### src/hw/rtl/srwb_pkg.sv
// Shared types, constants and helpers for the selective repeat window buffer.
package srwb_pkg;

    localparam int MAX_SLOTS = 64;
    localparam int SLOT_W    = (MAX_SLOTS > 1) ? $clog2(MAX_SLOTS) : 1;
    localparam int SIZE_W    = SLOT_W + 1;
    localparam int SEQ_W     = 32;
    localparam int LEN_W     = 16;
    localparam int HANDLE_W  = 32;
    localparam int CFG_W     = 7;
    localparam int DIV_BITS  = 4;
    localparam int MOD_STEPS = SEQ_W / DIV_BITS;
    localparam int CNT_W     = (SIZE_W > $clog2(MOD_STEPS) + 1) ? SIZE_W : $clog2(MOD_STEPS) + 1;
    localparam int RESET_SIZE = 8;

    localparam logic [1:0] KIND_ADD    = 2'd0;
    localparam logic [1:0] KIND_RR     = 2'd1;
    localparam logic [1:0] KIND_LOOKUP = 2'd2;
    localparam logic [1:0] KIND_STATUS = 2'd3;

    typedef struct packed {
        logic [SEQ_W-1:0]    seq;
        logic [LEN_W-1:0]    length;
        logic [HANDLE_W-1:0] handle;
    } entry_t;

    typedef struct packed {
        logic              load;
        logic              mod_step;
        logic              wr;
        logic              rd;
        logic              rd_sweep;
        logic [SLOT_W-1:0] sweep_idx;
        logic              edge_upd;
        logic              emit;
    } ctrl_cmd_t;

    typedef struct packed {
        logic [1:0]        kind;
        logic [SIZE_W-1:0] size;
    } dp_stat_t;

    // Clamp a written window size into the range of slots that exist.
    function automatic logic [SIZE_W-1:0] eff_size(input logic [CFG_W-1:0] v);
        logic [SIZE_W-1:0] n;
        if (v == '0)
            n = SIZE_W'(1);
        else if (int'(v) > MAX_SLOTS)
            n = SIZE_W'(MAX_SLOTS);
        else
            n = SIZE_W'(v);
        return n;
    endfunction

endpackage

### src/hw/rtl/srwb_ctrl.sv
// Controller state machine sequencing the modulo, slot access and receive-ready sweep.
module srwb_ctrl (
    input  logic                 clk,
    input  logic                 rst_n,
    input  logic                 start,
    input  srwb_pkg::dp_stat_t   stat,
    output srwb_pkg::ctrl_cmd_t  cmd,
    output logic                 busy
);

    localparam logic [2:0] ST_IDLE      = 3'd0;
    localparam logic [2:0] ST_MOD       = 3'd1;
    localparam logic [2:0] ST_WRITE     = 3'd2;
    localparam logic [2:0] ST_READ      = 3'd3;
    localparam logic [2:0] ST_SWEEP     = 3'd4;
    localparam logic [2:0] ST_SWEEP_END = 3'd5;
    localparam logic [2:0] ST_FINISH    = 3'd6;

    logic [2:0]                 state_reg;
    logic [2:0]                 state_next;
    logic [srwb_pkg::CNT_W-1:0] cnt_reg;
    logic [srwb_pkg::CNT_W-1:0] cnt_next;

    always_comb
    begin
        state_next    = state_reg;
        cnt_next      = cnt_reg;
        cmd           = '0;
        cmd.sweep_idx = cnt_reg[srwb_pkg::SLOT_W-1:0];
        unique case (state_reg)
            ST_IDLE:
            begin
                if (start)
                begin
                    cmd.load   = 1'b1;
                    cnt_next   = '0;
                    state_next = ST_MOD;
                end
            end
            ST_MOD:
            begin
                cmd.mod_step = 1'b1;
                if (cnt_reg == srwb_pkg::CNT_W'(srwb_pkg::MOD_STEPS - 1))
                begin
                    cnt_next = '0;
                    unique case (stat.kind)
                        srwb_pkg::KIND_ADD:    state_next = ST_WRITE;
                        srwb_pkg::KIND_LOOKUP: state_next = ST_READ;
                        srwb_pkg::KIND_RR:     state_next = ST_SWEEP;
                        default:               state_next = ST_FINISH;
                    endcase
                end
                else
                begin
                    cnt_next = cnt_reg + 1'b1;
                end
            end
            ST_WRITE:
            begin
                cmd.wr     = 1'b1;
                state_next = ST_FINISH;
            end
            ST_READ:
            begin
                cmd.rd     = 1'b1;
                state_next = ST_FINISH;
            end
            ST_SWEEP:
            begin
                // One slot read per cycle; the datapath checks it in the next cycle.
                cmd.rd       = 1'b1;
                cmd.rd_sweep = 1'b1;
                if (cnt_reg == srwb_pkg::CNT_W'(stat.size) - 1'b1)
                begin
                    cnt_next   = '0;
                    state_next = ST_SWEEP_END;
                end
                else
                begin
                    cnt_next = cnt_reg + 1'b1;
                end
            end
            ST_SWEEP_END:
            begin
                cmd.edge_upd = 1'b1;
                state_next   = ST_FINISH;
            end
            ST_FINISH:
            begin
                cmd.emit   = 1'b1;
                state_next = ST_IDLE;
            end
            default:
            begin
                state_next = ST_IDLE;
            end
        endcase
    end

    always_ff @(posedge clk or negedge rst_n)
    begin
        if (!rst_n)
        begin
            state_reg <= ST_IDLE;
            cnt_reg   <= '0;
        end
        else
        begin
            state_reg <= state_next;
            cnt_reg   <= cnt_next;
        end
    end

    assign busy = (state_reg != ST_IDLE);

endmodule

### config.mk
export PLATFORM = sky130hd
export DESIGN_NAME = srwb_ctrl
export DESIGN_NICKNAME = d
export VERILOG_FILES = /design/src/hw/rtl/srwb_pkg.sv /design/src/hw/rtl/srwb_ctrl.sv
export SDC_FILE = /design/constraint.sdc
export NUM_CORES = 1
export LEC_CHECK = 0
export BUFFER_PORTS_ARGS = -buffer_cell sky130_fd_sc_hd__buf_2
export CORE_MARGIN = 3
export CORE_UTILIZATION = 40
export CTS_BUF_LIST = sky130_fd_sc_hd__clkbuf_16
export DETAILED_ROUTE_END_ITERATION = 7
export PLACE_DENSITY = 0.71
export RECOVER_POWER = 100
export SLEW_MARGIN = 30
export SYNTH_ARGS = -nofsm -noshare
export SYNTH_HDL_FRONTEND = slang
export SYNTH_SLANG_ARGS = --single-unit
### constraint.sdc
create_clock -name clk -period 2.1 [get_ports clk]
set_clock_uncertainty 0.1 [all_clocks]
set_input_delay 0.42 -clock clk [delete_from_list [all_inputs] [get_ports clk]]
set_output_delay 0.42 -clock clk [all_outputs]
set_load 0.05 [all_outputs]
* After elaboration in Yosys (flattened, before gate mapping)
Cells that the tools add are included.
** Storage, ports and cells
- Output and inout bits :: 14
- Word-level logic and storage cells :: 42
- Register bits after elaboration :: 10
- Input bits :: 12
** Operators by class
- Multiplexer cells :: 17
- Eq/ne operators :: 13
- Add/sub/neg operators :: 2
- Reduce and logical (&&, ||, !) cells :: 8
** Operators with widths (count)
- $mux W7 :: 3
- $pmux W7 S3 :: 1
- $pmux W3 S4 :: 1
- $eq A3 B3 Y1 const B :: 3
- $mux W3 :: 3
- $pmux W3 S3 :: 1
- $mux W1 :: 8
- $add A7 B1 Y7 const B :: 1
- $eq A7 B3 Y1 const B :: 1
- $eq A7 B7 Y1 :: 1
- $sub A7 B1 Y7 const B :: 1
- $eq A3 B2 Y1 const B :: 2
- $ne A2 B2 Y1 const B :: 3
- $reduce_bool A3 Y1 :: 2
- $eq A3 B1 Y1 const B :: 1
- $logic_not A3 Y1 :: 1
- $reduce_and A3 Y1 :: 1
- $reduce_or A3 Y1 :: 1
- $eq A2 B1 Y1 const B :: 1
- $eq A2 B2 Y1 const B :: 1
- $logic_not A2 Y1 :: 1
- $reduce_and A2 Y1 :: 1
- $reduce_or A2 Y1 :: 1

* Depth between registers and ports, before layout
Gate-level depths: netlist (run 1).
- Depth after elaboration :: 4
- Depth in mapped cells :: 8
- Gate-level depth less buffers :: 8

* Least setup slack after synthesis (run 1)
No wires, ideal clock.
- Path type :: register to output
- Start point :: reg state_reg[2]
- End point :: out cmd[12] (netlist bit)
- Path buffers :: 1
- Required time :: 1580 ps
- Arrival time :: 1890 ps
- Stages on the path, launching flop included :: 4
- Slack :: -310 ps
- Path through :: dfrtp_1 clkbuf_1 or3_1 nor2_1
** RTL lines
- from (decl) :: RTL line srwb_ctrl.sv:19 : logic [2:0] state_reg;
- from (signal assigned) :: RTL line srwb_ctrl.sv:109 : state_reg <= state_next;
- to (decl) :: RTL line srwb_ctrl.sv:7 : output srwb_pkg::ctrl_cmd_t cmd,

==> results of run 1 <==
[routing by layer]
metal  vias to the layer above  part of all wire [%]  GRT usage, %
met4                         0                  0.83          4.86
met3                         4                   5.7          6.43
met5                         -                     0             0
met1                       445                    49          21.4
li1                        508                     -             -
met2                        25                    44          25.6
[cell usage in the layout (no fill, tap or decap), drive strengths merged, types with 2 or more instances in the layout]
cell type,n
o21ai,9
a31oi,2
nand2b,3
and2,5
inv,7
nor4,2
o211ai,6
a21oi,3
ha,2
nor2,15
or2,2
dfrtp,10
mux2i,2
o221ai,2
nand2,21
xor2,4
o31a,2
nand3,6
clkbuf,16
nor3,2
buf,21
[power by group through the flow]
stage	sequential [mW]	clock, mW	combinational (mW)
CTS	0.403	0.343	0.994
detailed placement	0.405	0	0.988
global placement	0.400	0	0.978
floorplan	0.301	0	0.921
global route	0.422	0.353	1.07
finish	0.407	0.338	0.988
[worst max-delay path, stage by stage, from the launching register on]
cell	delay (ns)
dfrtp_1	0.49
or3_1	0.44
nor2_2	0.08
buf_2	0.26
[kinds of logic (layout without fill, tap and decap cells)]
family / after synthesis / after routing / share of synthesized area [%]
AND/OR/NAND/NOR: 61 / 61 / 29.5
AO/OA/AOI/OAI: 31 / 31 / 24.4
buffers and inverters: 20 / 45 / 11.0
adder cells (fa/ha/maj): 2 / 2 / 2.59
multiplexers: 2 / 2 / 2.07
flip-flops: 10 / 10 / 25.9
XOR/XNOR: 5 / 5 / 4.53
[cell type report]
type,count,area [µm²]
Fill cell,230,1040
Multi-Input combinational cell,101,636
Sequential cell,10,251
Timing Repair Buffer,35,191
Clock buffer,3,75.1
Tap cell,28,35.0
Inverter,7,26.3
[final timing paths]
path                                     endpoint                startpoint  slack (ns)  cells past startpoint
max                                       cmd[12]  state_reg[2]$_DFFE_PN0P_        0.08                      3
min                        cnt_reg[0]$_DFFE_PN0P_    cnt_reg[0]$_DFFE_PN0P_        0.48                      1
max reg2reg                cnt_reg[3]$_DFFE_PN0P_    cnt_reg[3]$_DFFE_PN0P_        0.09                      6
min reg2reg                cnt_reg[0]$_DFFE_PN0P_    cnt_reg[0]$_DFFE_PN0P_        0.48                      1
max in group asynchronous  cnt_reg[4]$_DFFE_PN0P_                     rst_n        0.88                      2
min in group asynchronous  cnt_reg[5]$_DFFE_PN0P_                     rst_n        0.60                      2
[stage by stage]
| step | std cells | instance area [µm²] | utilization (%) | power (mW) |
|---|---|---|---|---|
| after CTS | 182 | 1190 | 52.8 | 1.74 |
| after floorplan | 131 | 973 | - | 1.22 |
| after global routing | 184 | 1210 | 53.9 | 1.85 |
| after detailed placement | 178 | 1110 | 49.1 | 1.39 |
| after global placement | 178 | 1110 | 49.1 | 1.38 |
| final | 184 | 1210 | 53.9 | 1.73 |
[repair_timing]
item,4_1_cts,5_1_grt
setup buffers,0,2
resized for setup,0,4
hold buffers,1,0
endpoints found under the setup margin,0,6
hold endpoints to repair,10,0
[cell usage after synthesis]
cell type  count
a211o_1        1
a21oi_1        3
a31o_4         1
a31oi_1        2
a32o_1         1
and2_1         5
and3_1         1
buf_2          1
buf_4          6
buf_6          1
clkbuf_1       5
dfrtp_1       10
ha_1           2
inv_1          7
mux2i_1        2
nand2_1       21
nand2b_1       3
nand3_1        6
nand4_1        1
nand4b_1       1
nor2_1        15
nor3_1         2
nor3b_1        1
nor4_1         2
o211ai_1       6
o21a_1         1
o21ai_0        6
o21ai_1        1
o21ai_2        2
o21bai_1       1
o221ai_1       2
o31a_1         2
o31ai_1        1
o41ai_2        1
or2_2          2
or3_1          1
xnor2_1        1
xor2_1         4
==> metrics, run 1 <==
Die ar. around 0.0030 mm²; synthesized net count 145; hold slack 0.484 ns; VDD IR max 1.26 mV; layout cell share with drive strength beyond 1 26.9%; critical path endpoint category output port; max_slew headroom 60.0%; nets 172; CTS Buf Count 3; leakage 0.576 nW; minimum clock period 2.02 ns; Pwr per Cell Area 1430 mW/mm²; antenna-violating nets left 0; CTS clk-pin slew, worst paths roughly 0.040 ns; RSZ-0062 raised after global routing no; Syn Inst Count 131; routed vias between 900 and 1,000; Syn Area/Cell 7.37 µm²; Hold/Removal Path Class reg -> reg; net switching power 0.938 mW; Setup WS pre-CTS -0.0735 ns; Initial Util a little over two fifths; sw frac 54.1%; status completed; Critical Path AT ~1.5 ns; antenna violations before repair 0; clock sink count 10; DRT Wirelength 2.30 mm; Synth top area share 25.9%; cell taking the most area after synthesis dfrtp_1; Combinational Power Share 57.0%; Hold Fails Final Rpt 0; vias in the first global route ~800; drt pass-1 iters 4; Syn-to-layout area delta 25.8%; Final WS setup ~0.077 ns; final setup violating endpoints 0; port bufs 25; HPWL Detailed ~1.8 mm; gr usage total 16.6%; wire per inst 12.5 µm; Int Pwr about 0.79 mW; Synth Register Bits 10; chip width 55.1 µm; Core Footprint 0.00225 mm²; FMAX 494 MHz; Synth area leaders dfrtp_1 26%, nand2_1 8.2%, nor2_1 5.8%, buf_4 4.7%, o211ai_1 4.7%; post-synthesis cell type count 38; worst-path maximum fanout 11; DRC 0; CTS H-Tree Depth 1; critical path class reg -> out; clk_lat worst skew around 0.24 ns; wire length of the first global-routing pass roughly 3.5 mm; Critical Path RT 1.58 ns; IO Count 26; setup TNS 0 ns; # rows 17; chip height 55.1 µm; clock power share 19.5%; Seq/Total Area, Yosys 25.9%; Initial DRC Count 29; Least-Margin Pin Slew 0.599 ns; share of total power in sequential cells 23.5%; Post-Syn Area 966 µm²; CTS tree done; Yosys Warn Count 0; GP Congestion a little under 0.8; clock buffer depth 2; largest net degree at the start of global routing 13; final worst path period share 96.3%; CTS Root Cell clkbuf_16; Setup crit start kind register; max-slew violations 0; grt ovf 0; max-cap violation count 0; DR vias/cell 5.34; diode count 0; number of flip-flops in the largest register 7
Note: power is estimated with default switching activity, not from simulation.
==> run 2, diff against run 1 <==
- CORE_MARGIN: 3 -> 8
==> run 2 against run 1 <==
Net effect:
- cell count rose by 3.3%
- die area grew 40%
- critical endpoint is now cnt_reg[4]$_DFFE_PN0P_
- global-route usage fell by 4.3 points
- hold slack got worse by 0.018 ns
- combinational power about the same
- critical path type is now reg -> reg
- sequential power down 2%
- critical path depth grew 3
- routed wire length increased by 12%
==> metrics, run 2 (same netlist as run 1, synthesis figures left out) <==
status completed; final setup violating endpoints 0; routed vias between 1,000 and 1,500; Initial Util 40.5%; DRC 0; R2R depth 6; # rows 18; Hold/Removal Path Class reg -> reg; final worst path period share 97.6%; leakage 0.582 nW; Setup crit start kind register; max_slew headroom approximately three fifths; grt ovf 0; number of flip-flops in the largest register 7; gr usage total 12.3%; clock buffer depth 2; antenna violations before repair 0; Worst R2R Start cnt_reg[4]$_DFFE_PN0P_; wire per inst 13.6 µm; diode count 0; most frequent cells in the layout 21 x nand2_1, 14 x nor2_1, 11 x buf_4; GP Congestion 0.752; Pwr per Cell Area about 1400 mW/mm²; Critical Path AT 2.05 ns; worst r2r dst cnt_reg[4]$_DFFE_PN0P_; critical path endpoint category register; Critical Path RT 2.10 ns; vias in the first global route 1,016; minimum clock period just over 2 ns; R2R setup slack slightly above 0.05 ns; Post-Layout Cell Count 190; nets 175; Die ar. 0.00424 mm²; port bufs 25; max-cap violation count 0; clock sink count 10; critical path class reg -> reg; IO Count 26; worst hold stages 1; Least-Margin Pin Slew ~0.6 ns; # placed instances between 150 and 200; VDD IR max 0.882 mV; Pwr Total 1.76 mW; HPWL Detailed 2.06 mm; DR vias/cell about 5.4; wire length of the first global-routing pass 4.24 mm; max-slew violations 0; largest net degree at the start of global routing 13; worst-path maximum fanout 6; leading cell type in the layout, fill and taps excluded nand2_1; DRT Wirelength roughly 2.6 mm; Worst Hold Launch cnt_reg[0]$_DFFE_PN0P_; worst hold endpoint cnt_reg[0]$_DFFE_PN0P_; CTS H-Tree Depth 1; Core Footprint roughly 0.0024 mm²; layout cell share with drive strength beyond 1 25.6%; CTS Root Cell clkbuf_16; Initial DRC Count 58; clk_lat worst skew between 0.2 and 0.25 ns; Syn-to-layout area delta 27.7%; Hold Fails Final Rpt 0; antenna-violating nets left 0; FMAX ~490 MHz; CTS tree done; chip height ~65 µm; drt pass-1 iters 4; CTS clk-pin slew, worst paths 0.04 ns; CTS Buf Count 3; chip width 65.1 µm
==> run 2: changes by cell type in the layout (fill, tap and decap cells not counted) <==
| cell | previous run | this run |
|---|---|---|
| nor4_1 | 1 | 2 |
| clkbuf_1 | 7 | 8 |
| clkbuf_4 | 0 | 1 |
| nor3_2 | 1 | 0 |
| clkinv_1 | 0 | 1 |
| nor3_1 | 1 | 2 |
| buf_2 | 13 | 10 |
| o21ai_4 | 0 | 1 |
| o21ai_2 | 2 | 1 |
| nor4_2 | 1 | 0 |
| clkbuf_2 | 6 | 7 |
| xnor2_1 | 0 | 1 |
| xnor2_2 | 1 | 0 |
| buf_4 | 8 | 11 |
==> run 2: layer usage <==
| layer | vias up | global-route usage (%) | wire [µm] |
|---|---|---|---|
| li1 | 515 | - | - |
| met1 | 476 | 12.5 | 1070 |
| met2 | 28 | 21.2 | 1270 |
| met3 | 9 | 2.55 | 135 |
| met4 | 0 | 10.1 | 101 |
| met5 | - | 0 | 0 |
==> run 2: how the worst max path moves through the flow <==
stage	endpoint	cells after the start	from
floorplan	cmd[12]	3	state_reg[2]$_DFFE_PN0P_
global placement	cnt_reg[3]$_DFFE_PN0P_	7	stat[4]
detailed placement	cnt_reg[4]$_DFFE_PN0P_	7	stat[4]
CTS	cnt_reg[4]$_DFFE_PN0P_	6	cnt_reg[4]$_DFFE_PN0P_
global route	cnt_reg[4]$_DFFE_PN0P_	6	cnt_reg[4]$_DFFE_PN0P_
finish	cnt_reg[4]$_DFFE_PN0P_	6	cnt_reg[4]$_DFFE_PN0P_
==> run 2: worst max-delay path, cell delays in order (launching register included) <==
cell      delay [ns]
dfrtp_1         0.41
xor2_1          0.21
a211o_1         0.30
o31a_1          0.31
a31o_4          0.26
o21ai_4         0.20
o211ai_1        0.13
==> run 2: where the power goes <==
| group | leakage (nW) | internal, mW | total [mW] | switching [mW] |
|---|---|---|---|---|
| clock network | 0.0385 | 0.249 | 0.337 | 0.0880 |
| registers | 0.130 | 0.261 | 0.399 | 0.138 |
| logic | 0.414 | 0.301 | 1.02 | 0.721 |
==> run 2: timing repair <==
item	4_1_cts	5_1_grt
resized for setup	0	3
endpoints found under the hold margin	10	0
setup buffers	0	2
hold buffers	1	0
setup endpoints to repair	0	3
==> run 2: layout make-up <==
| type | instances | area [µm²] |
|---|---|---|
| Timing Repair Buffer | 38 | 215 |
| Tap cell | 30 | 37.5 |
| Clock inverter | 1 | 3.75 |
| Fill cell | 267 | 1150 |
| Clock buffer | 3 | 75.1 |
| Inverter | 7 | 26.3 |
| Sequential cell | 10 | 251 |
| Multi-Input combinational cell | 101 | 624 |
==> run 2: stage by stage <==
step | TNS (ns) | util [%] | cell area (µm²) | setup slack (ns) | hold WS (ns)
after floorplan | -0.0990 | - | 973 | -0.0990 | 0.0244
after global placement | 0 | 47.4 | 1130 | 0.0186 | 0.196
after detailed placement | -0.112 | 47.4 | 1130 | -0.0605 | 0.198
after CTS | 0 | 51.1 | 1220 | 0.0359 | 0.473
after global routing | -0.00697 | 51.7 | 1230 | -0.00697 | 0.503
final | 0 | 51.7 | 1230 | 0.0508 | 0.467
